[src/cbz_pkg.sv]
package cbz_pkg;

	localparam int SAMPLE_STEPS   = 50;
	localparam int CONTROL_POINTS = 4;
	localparam int COORD_BITS     = 16;

	// sample number width, holds up to the largest step count
	localparam int IDX_W  = 6;
	// t is unsigned Q1.16
	localparam int T_FRAC = 16;
	localparam int T_W    = T_FRAC + 1;

	typedef struct packed {
		logic store_we;  // store the incoming point
		logic start;     // load working set for the first sample
		logic step;      // one de casteljau level
		logic hand;      // move finished sample to output, load next one
	} cbz_cmd_t;

	typedef struct packed {
		logic full;      // next point completes the curve
		logic last;      // current sample is the final one
	} cbz_sts_t;

endpackage

[src/cbz_lerp.sv]
module cbz_lerp #(
	parameter int COORD_BITS = cbz_pkg::COORD_BITS
) (
	input  logic signed [COORD_BITS-1:0]    a,
	input  logic signed [COORD_BITS-1:0]    b,
	input  logic        [cbz_pkg::T_W-1:0]  t,
	output logic signed [COORD_BITS-1:0]    y
);

	localparam int PW = COORD_BITS + 1 + cbz_pkg::T_W + 1;

	logic signed [COORD_BITS:0]       diff;
	logic signed [cbz_pkg::T_W:0]     ts;
	logic signed [PW-1:0]             prod;
	logic signed [PW-1:0]             rnd;
	logic signed [PW-1:0]             sh;

	always_comb begin
		diff = (COORD_BITS+1)'(b) - (COORD_BITS+1)'(a);
		ts   = {1'b0, t};
		prod = PW'(diff) * PW'(ts);
		// round half toward +inf, then floor via arithmetic shift
		rnd  = prod + (PW'(1) <<< (cbz_pkg::T_FRAC - 1));
		sh   = rnd >>> cbz_pkg::T_FRAC;
		y    = a + sh[COORD_BITS-1:0];
	end

endmodule

[src/cbz_datapath.sv]
module cbz_datapath #(
	parameter int SAMPLE_STEPS   = cbz_pkg::SAMPLE_STEPS,
	parameter int CONTROL_POINTS = cbz_pkg::CONTROL_POINTS,
	parameter int COORD_BITS     = cbz_pkg::COORD_BITS
) (
	input  logic                            clk,
	input  logic                            arst_n,
	input  cbz_pkg::cbz_cmd_t               cmd,
	output cbz_pkg::cbz_sts_t               sts,
	input  logic signed [COORD_BITS-1:0]    point_x,
	input  logic signed [COORD_BITS-1:0]    point_y,
	output logic signed [COORD_BITS-1:0]    curve_x,
	output logic signed [COORD_BITS-1:0]    curve_y,
	output logic [cbz_pkg::IDX_W-1:0]       sample_index,
	output logic                            last_sample
);

	localparam int AW   = $clog2(CONTROL_POINTS);
	localparam int TW   = cbz_pkg::T_W;
	localparam int ONE  = 1 << cbz_pkg::T_FRAC;
	localparam int TINC = ONE / SAMPLE_STEPS;
	localparam int RINC = ONE % SAMPLE_STEPS;
	localparam int HALF = SAMPLE_STEPS / 2;
	localparam int RW   = $clog2(2 * SAMPLE_STEPS) + 1;

	logic signed [COORD_BITS-1:0] sx_q [CONTROL_POINTS];
	logic signed [COORD_BITS-1:0] sy_q [CONTROL_POINTS];
	logic signed [COORD_BITS-1:0] wx_q [CONTROL_POINTS];
	logic signed [COORD_BITS-1:0] wy_q [CONTROL_POINTS];
	logic signed [COORD_BITS-1:0] nx   [CONTROL_POINTS-1];
	logic signed [COORD_BITS-1:0] ny   [CONTROL_POINTS-1];

	logic [AW-1:0]             cnt_q;
	logic [cbz_pkg::IDX_W-1:0] k_q;
	logic [TW-1:0]             t_q;
	logic [RW-1:0]             r_q;
	logic [RW-1:0]             r_sum;
	logic                      reload;

	assign sts.full = cnt_q == AW'(CONTROL_POINTS - 1);
	assign sts.last = k_q == cbz_pkg::IDX_W'(SAMPLE_STEPS);
	assign reload   = cmd.start || (cmd.hand && !sts.last);
	assign r_sum    = r_q + RW'(RINC);

	for (genvar i = 0; i < CONTROL_POINTS - 1; i++) begin : g_lane
		cbz_lerp #(.COORD_BITS(COORD_BITS)) u_lx (
			.a(wx_q[i]), .b(wx_q[i+1]), .t(t_q), .y(nx[i])
		);
		cbz_lerp #(.COORD_BITS(COORD_BITS)) u_ly (
			.a(wy_q[i]), .b(wy_q[i+1]), .t(t_q), .y(ny[i])
		);
	end

	always_ff @(posedge clk or negedge arst_n) begin
		if (!arst_n) begin
			cnt_q <= '0;
			k_q   <= '0;
			t_q   <= '0;
			r_q   <= '0;
		end else begin
			if (cmd.store_we) begin
				cnt_q <= sts.full ? '0 : cnt_q + AW'(1);
			end
			if (cmd.start) begin
				k_q <= '0;
				t_q <= '0;
				r_q <= RW'(HALF);
			end else if (cmd.hand && !sts.last) begin
				// t = round(k * ONE / steps) tracked by quotient and remainder
				k_q <= k_q + cbz_pkg::IDX_W'(1);
				if (r_sum >= RW'(SAMPLE_STEPS)) begin
					r_q <= r_sum - RW'(SAMPLE_STEPS);
					t_q <= t_q + TW'(TINC) + TW'(1);
				end else begin
					r_q <= r_sum;
					t_q <= t_q + TW'(TINC);
				end
			end
		end
	end

	always_ff @(posedge clk) begin
		if (cmd.store_we) begin
			sx_q[cnt_q] <= point_x;
			sy_q[cnt_q] <= point_y;
		end
		if (reload) begin
			for (int i = 0; i < CONTROL_POINTS; i++) begin
				wx_q[i] <= sx_q[i];
				wy_q[i] <= sy_q[i];
			end
		end else if (cmd.step) begin
			for (int i = 0; i < CONTROL_POINTS - 1; i++) begin
				wx_q[i] <= nx[i];
				wy_q[i] <= ny[i];
			end
		end
		if (cmd.hand) begin
			curve_x      <= wx_q[0];
			curve_y      <= wy_q[0];
			sample_index <= k_q;
			last_sample  <= sts.last;
		end
	end

endmodule

[src/cbz_ctrl.sv]
module cbz_ctrl #(
	parameter int CONTROL_POINTS = cbz_pkg::CONTROL_POINTS
) (
	input  logic                clk,
	input  logic                arst_n,
	input  logic                in_valid,
	output logic                in_stall,
	output logic                out_valid,
	input  logic                out_stall,
	input  cbz_pkg::cbz_sts_t   sts,
	output cbz_pkg::cbz_cmd_t   cmd
);

	localparam int LW = $clog2(CONTROL_POINTS);

	typedef enum logic [3:0] {
		ST_IDLE  = 4'b0001,
		ST_START = 4'b0010,
		ST_CALC  = 4'b0100,
		ST_HAND  = 4'b1000
	} state_t;

	state_t        state_q;
	logic [LW-1:0] lvl_q;
	logic          out_valid_q;
	logic          accept;
	logic          out_free;

	assign in_stall  = state_q != ST_IDLE;
	assign accept    = in_valid && !in_stall;
	assign out_free  = !out_valid_q || !out_stall;
	assign out_valid = out_valid_q;

	always_comb begin
		cmd.store_we = accept;
		cmd.start    = state_q == ST_START;
		cmd.step     = state_q == ST_CALC;
		cmd.hand     = (state_q == ST_HAND) && out_free;
	end

	always_ff @(posedge clk or negedge arst_n) begin
		if (!arst_n) begin
			state_q     <= ST_IDLE;
			lvl_q       <= '0;
			out_valid_q <= 1'b0;
		end else begin
			if (cmd.hand) begin
				out_valid_q <= 1'b1;
			end else if (!out_stall) begin
				out_valid_q <= 1'b0;
			end
			unique case (state_q)
				ST_IDLE: begin
					if (accept && sts.full) begin
						state_q <= ST_START;
					end
				end
				ST_START: begin
					lvl_q   <= '0;
					state_q <= ST_CALC;
				end
				ST_CALC: begin
					if (lvl_q == LW'(CONTROL_POINTS - 2)) begin
						state_q <= ST_HAND;
					end else begin
						lvl_q <= lvl_q + LW'(1);
					end
				end
				ST_HAND: begin
					// wait until the output register can take the sample
					if (out_free) begin
						lvl_q   <= '0;
						state_q <= sts.last ? ST_IDLE : ST_CALC;
					end
				end
				default: begin
					state_q <= ST_IDLE;
				end
			endcase
		end
	end

endmodule

[src/cubic_bezier_sampler.sv]
// after the last control point is taken the controller passes the start state, then
// stays in the calc state while the lerp lanes compute one de casteljau level per cycle,
// then the hand state, which registers the point and waits while the output stalls.
// control points transfer one per cycle; input stalls while a curve is sampled.
// reset clears the point count, the controller and output valid; the point store
// and working registers are not reset.
module cubic_bezier_sampler #(
	parameter int SAMPLE_STEPS   = cbz_pkg::SAMPLE_STEPS,
	parameter int CONTROL_POINTS = cbz_pkg::CONTROL_POINTS,
	parameter int COORD_BITS     = cbz_pkg::COORD_BITS
) (
	input  logic                            clk,
	input  logic                            arst_n,
	input  logic                            in_valid,
	output logic                            in_stall,
	input  logic signed [COORD_BITS-1:0]    point_x,
	input  logic signed [COORD_BITS-1:0]    point_y,
	output logic                            out_valid,
	input  logic                            out_stall,
	output logic signed [COORD_BITS-1:0]    curve_x,
	output logic signed [COORD_BITS-1:0]    curve_y,
	output logic [cbz_pkg::IDX_W-1:0]       sample_index,
	output logic                            last_sample
);

	cbz_pkg::cbz_cmd_t cmd;
	cbz_pkg::cbz_sts_t sts;

	cbz_ctrl #(
		.CONTROL_POINTS(CONTROL_POINTS)
	) u_ctrl (
		.clk       (clk),
		.arst_n    (arst_n),
		.in_valid  (in_valid),
		.in_stall  (in_stall),
		.out_valid (out_valid),
		.out_stall (out_stall),
		.sts       (sts),
		.cmd       (cmd)
	);

	cbz_datapath #(
		.SAMPLE_STEPS   (SAMPLE_STEPS),
		.CONTROL_POINTS (CONTROL_POINTS),
		.COORD_BITS     (COORD_BITS)
	) u_dp (
		.clk          (clk),
		.arst_n       (arst_n),
		.cmd          (cmd),
		.sts          (sts),
		.point_x      (point_x),
		.point_y      (point_y),
		.curve_x      (curve_x),
		.curve_y      (curve_y),
		.sample_index (sample_index),
		.last_sample  (last_sample)
	);

endmodule
[config.mk]
export PLATFORM = sky130hd
export DESIGN_NAME = cubic_bezier_sampler
export DESIGN_NICKNAME = d
export VERILOG_FILES = /design/src/cbz_pkg.sv /design/src/cbz_lerp.sv /design/src/cbz_datapath.sv /design/src/cbz_ctrl.sv /design/src/cubic_bezier_sampler.sv
export SDC_FILE = /design/constraint.sdc
export NUM_CORES = 2
export LEC_CHECK = 0
export BUFFER_PORTS_ARGS = -buffer_cell sky130_fd_sc_hd__buf_2
export CAP_MARGIN = 20
export CELL_PAD_IN_SITES_DETAIL_PLACEMENT = 0
export CELL_PAD_IN_SITES_GLOBAL_PLACEMENT = 1
export CORE_MARGIN = 4
export CORE_UTILIZATION = 50
export CTS_CLUSTER_DIAMETER = 60
export DETAILED_ROUTE_END_ITERATION = 8
export HOLD_SLACK_MARGIN = 0.05
export PLACE_DENSITY_LB_ADDON = 0.1
export SETUP_SLACK_MARGIN = 0.2
export SYNTH_ARGS = -nofsm -noshare
export SYNTH_HDL_FRONTEND = slang
export SYNTH_SLANG_ARGS = --single-unit
[constraint.sdc]
create_clock -name clk -period 21.1 [get_ports clk]
set_input_delay 1.055 -clock clk [delete_from_list [all_inputs] [get_ports clk]]
set_output_delay 1.055 -clock clk [all_outputs]
set_load 0.02 [all_outputs]
==> results.md <==
* Initial DRC count at ~2.9k
* Synthesis-to-finish area growth at 5.567%
* Number of flops mapped to enable cells by yosys at 295
* Worst-margin pin slew at between 1 and 1.5 ns
* CP bufs+invs at 4
* Total CTS buffers at 42
* Run status: complete, no violations
* Synth unique cells at 92
* Hold WC Path Type: input pin to async pin
* Period utilization at 52.65%
* Post-route minimum period at 11.11 ns
* Row cnt at 141
* # placed instances at 10.07k
* # fillers at ~14k
* Worst setup path end: u_dp.wy_q[0][47]
* Die Y at 394.9 µm
* Max frequency at roughly 90 MHz
* Layout cells sized above 1 at 4.651%
* GRT overflow at 0
* Max_cap viols at 0
* WP data required at 21.40 ns
* CTS tree: yes
* Mux cell area share after synthesis at 0.1538%
* # hold bufs at CTS at 0
* First-pass DRT Iterations at 5
* Ports at 77
* Vias at 54.01k
* Placer Congestion at 0.8684
* Crit Path Class: flip-flop to flip-flop
* Drt wl/cell at 20.10 µm
* Crit path max-delay cell type: a211oi_1
* DRC Markers at 0
* Post-cts sizing count at 0
* Core Box Area at 148200 µm²
* CP Capture Type: flip-flop
* Dpl hpwl at 155800 µm
* Post-Syn Nets at 10.50k
* Clk Latency, worst-skew pair at 0.59 ns
* Largest family of logic cells by synthesized area: adder cells
* Register area share after synthesis at 13.14%
* Register-to-register setup slack at 9.99 ns
* Chip width at 394.9 µm
* R2R Path Start: u_dp.wy_q[0][33]
* Post-route insts no fill at 10.15k
* Cell count after synthesis at 8269
* Startpoint types: flip-flop
* Htree depth at 2
* Relative slew slack at 24.88%
* Root Buffer: clkbuf_16
* Final TNS setup at 0 ns
* Main synth FF type: edfxtp_1
* Finish-stage setup viols at 0
* Die area at 156000 µm²
* Routed Antenna Nets at 0
* FF-to-FF End: u_dp.wy_q[0][47]
* YS warnings at 0
* FFs w/ async S/R, synth at 11.68%
* Clock Skew at about 0.034 ns
* Starting Density at a little over 50%
* Drt via density at between 5 and 6
* Final Hold Fails at 0
* Post-synthesis simple-gate area fraction at between 10% and 20%
* Clock buffer depth at 3
* Delay-heaviest family, CP: adder cells
* Slowest cell delay on critical path at 0.56 ns
* Global Route Usage Sum at a little over a quarter
* Seq cells post-synth at 334
* Final WL at 204000 µm
* Antenna violations before repair at 5
* Compound-cell area share of the yosys netlist at between 5 and 6%
* Crit path DAT at ~11 ns
* I/O Buffers at 76
* Maximum fanout along the worst path at 10
* Worst Setup SP: u_dp.wy_q[0][33]
* RSZ-0062 raised after global routing: false
* First-pass GRT wire length at 328800 µm
* Vias in the first global route at ~58k
* Syn Area/Cell at 9.053 µm²
* Setup Buffers After CTS at 0
* Largest net degree at the start of global routing at 95
* Sink Count at 334
* Final #Nets at 10.41k
* Crit-path most repeated cell: fa_1
* Clk slew on worst S/H paths at 0.06 ns
* Slew Viols, Final at 0
* Post-Synth Adder-Cell Area at 50.30%
* Cell Area, Synth at 74860 µm²
* Synth Area in XOR/XNOR at 3.336%
* Number of cells on the critical path at between 40 and 50
* Worst Reg-to-Reg Cells at 45
==> synthesized netlist by cell type (15+ instances only) <==
cell / count / share of area, %
a21oi_1: 193 / 1.3
nor3_1: 60 / 0.40
or3_1: 15 / 0.13
nand2b_1: 62 / 0.52
o21ai_1: 25 / 0.17
inv_1: 1963 / 9.8
dfrtp_1: 38 / 1.3
or2_2: 40 / 0.33
a21o_1: 57 / 0.57
xor2_1: 64 / 0.75
o21bai_1: 25 / 0.25
nor2b_1: 185 / 1.5
xnor2_1: 209 / 2.4
o21ai_0: 175 / 1.2
nor2_1: 268 / 1.3
clkbuf_1: 327 / 1.6
o211ai_1: 20 / 0.20
nand2_1: 1166 / 5.8
o21a_1: 46 / 0.46
and3_1: 42 / 0.35
nand4_1: 28 / 0.23
nand3_1: 59 / 0.39
a31oi_1: 20 / 0.17
fa_1: 1356 / 36
ha_1: 839 / 14
a211oi_1: 20 / 0.20
and2_1: 482 / 4.0
edfxtp_1: 295 / 12
==> worst min path at each step <==
stage | start | end | slack, ns | cells past startpoint
floorplan | u_dp.sx_q[3][0] | u_dp.wx_q[3][0] | 0.40 | 0
global placement | u_dp.sy_q[3][7] | u_dp.wy_q[0][55] | 0.40 | 0
detailed placement | u_dp.sx_q[3][10] | u_dp.wx_q[3][10] | 0.40 | 0
CTS | u_dp.sx_q[3][11] | u_dp.wx_q[3][11] | 0.41 | 0
global route | arst_n | u_ctrl.out_valid | 0.28 | 1
finish | arst_n | u_ctrl.out_valid | 0.29 | 1
==> stage by stage <==
step / setup WS [ns] / hold slack (ns) / area, µm² / utilization (%)
5_1_grt: 9.021 / 0.2809 / 79020 / 53.32
6_report: 9.991 / 0.2929 / 79030 / 53.33
3_3_place_gp: 10.30 / 0.4007 / 77570 / 52.34
3_5_place_dp: 10.02 / 0.4045 / 77570 / 52.34
4_1_cts: 9.983 / 0.4144 / 79000 / 53.31
2_1_floorplan: 11.34 / 0.4003 / 74860 / -
==> metal layers <==
metal  wire (µm)  up-vias  track usage, %
met2      101800     1054           47.28
met1       90120    27902           36.54
li1            -    24814               -
met4        4644        0           5.501
met5           0        -               0
met3        7440      239           2.252
==> cell families (layout without fill, tap and decap cells) <==
logic type      after synthesis  count (layout)
simple gates               2455            2455
buf+inv                    2301            2246
fa+ha+maj                  2196            2196
compound gates              694             694
flops                       334             334
xor+xnor                    278             278
mux                          11              11
other cells                   0               3
==> area by class of cell <==
type                    count  area (µm²)  share of cell area, %
diodes                      3       7.507               0.009499
clock buffers              53        1134                  1.434
clock inverters            23       295.3                 0.3736
inverters                1965        7376                  9.333
multi-input cells        5634       56500                  71.49
flip-flops and latches    334        9899                  12.53
well taps                1930        2415                  3.056
repair buffers            205        1409                  1.783
==> registers in the layout, indices dropped and copies added (netlist names) <==
| register | cells |
|---|---|
| u_dp.wx_q | 64 |
| u_dp.sample_index | 6 |
| u_dp.t_q | 17 |
| u_dp.r_q | 7 |
| u_dp.sx_q | 64 |
| u_ctrl.lvl_q | 2 |
| u_dp.last_sample | 1 |
| u_dp.curve_y | 16 |
| u_dp.sy_q | 64 |
| u_ctrl.state_q | 4 |
| u_dp.wy_q | 64 |
| u_dp.curve_x | 16 |
| u_dp.cnt_q | 2 |
| u_dp.k_q | 6 |
| u_ctrl.out_valid | 1 |
==> worst register-to-register path: cells and delay by family, from the launching register on <==
kind            cells  cell delay (ns)
fa+ha+maj           9             3.86
buf+inv             4             0.36
simple gates       13             2.32
flops               1             0.55
compound gates     17             3.42
xor+xnor            2             0.34
==> cell usage in the layout, fill, tap and decap left out, drive strengths merged, types with 12 or more instances in the layout <==
| cell type | n |
|---|---|
| xnor2 | 210 |
| a211oi | 21 |
| nand2b | 62 |
| xor2 | 64 |
| inv | 1972 |
| a21oi | 194 |
| o211ai | 21 |
| a31o | 12 |
| buf | 204 |
| and2 | 483 |
| nor2b | 185 |
| nand3 | 60 |
| nand2 | 1166 |
| nor3b | 13 |
| a21o | 57 |
| or3 | 15 |
| nand4 | 28 |
| o21bai | 25 |
| o21ai | 201 |
| or2 | 41 |
| o21a | 46 |
| dfrtp | 38 |
| fa | 1356 |
| and3 | 42 |
| a31oi | 22 |
| ha | 839 |
| nor3 | 60 |
| nor2 | 268 |
| a21boi | 15 |
| edfxtp | 295 |
| clkbuf | 54 |
Power is left out: the tool's default activity adds up to more than one toggle a clock period on the data nets, which glitch-free logic cannot reach.
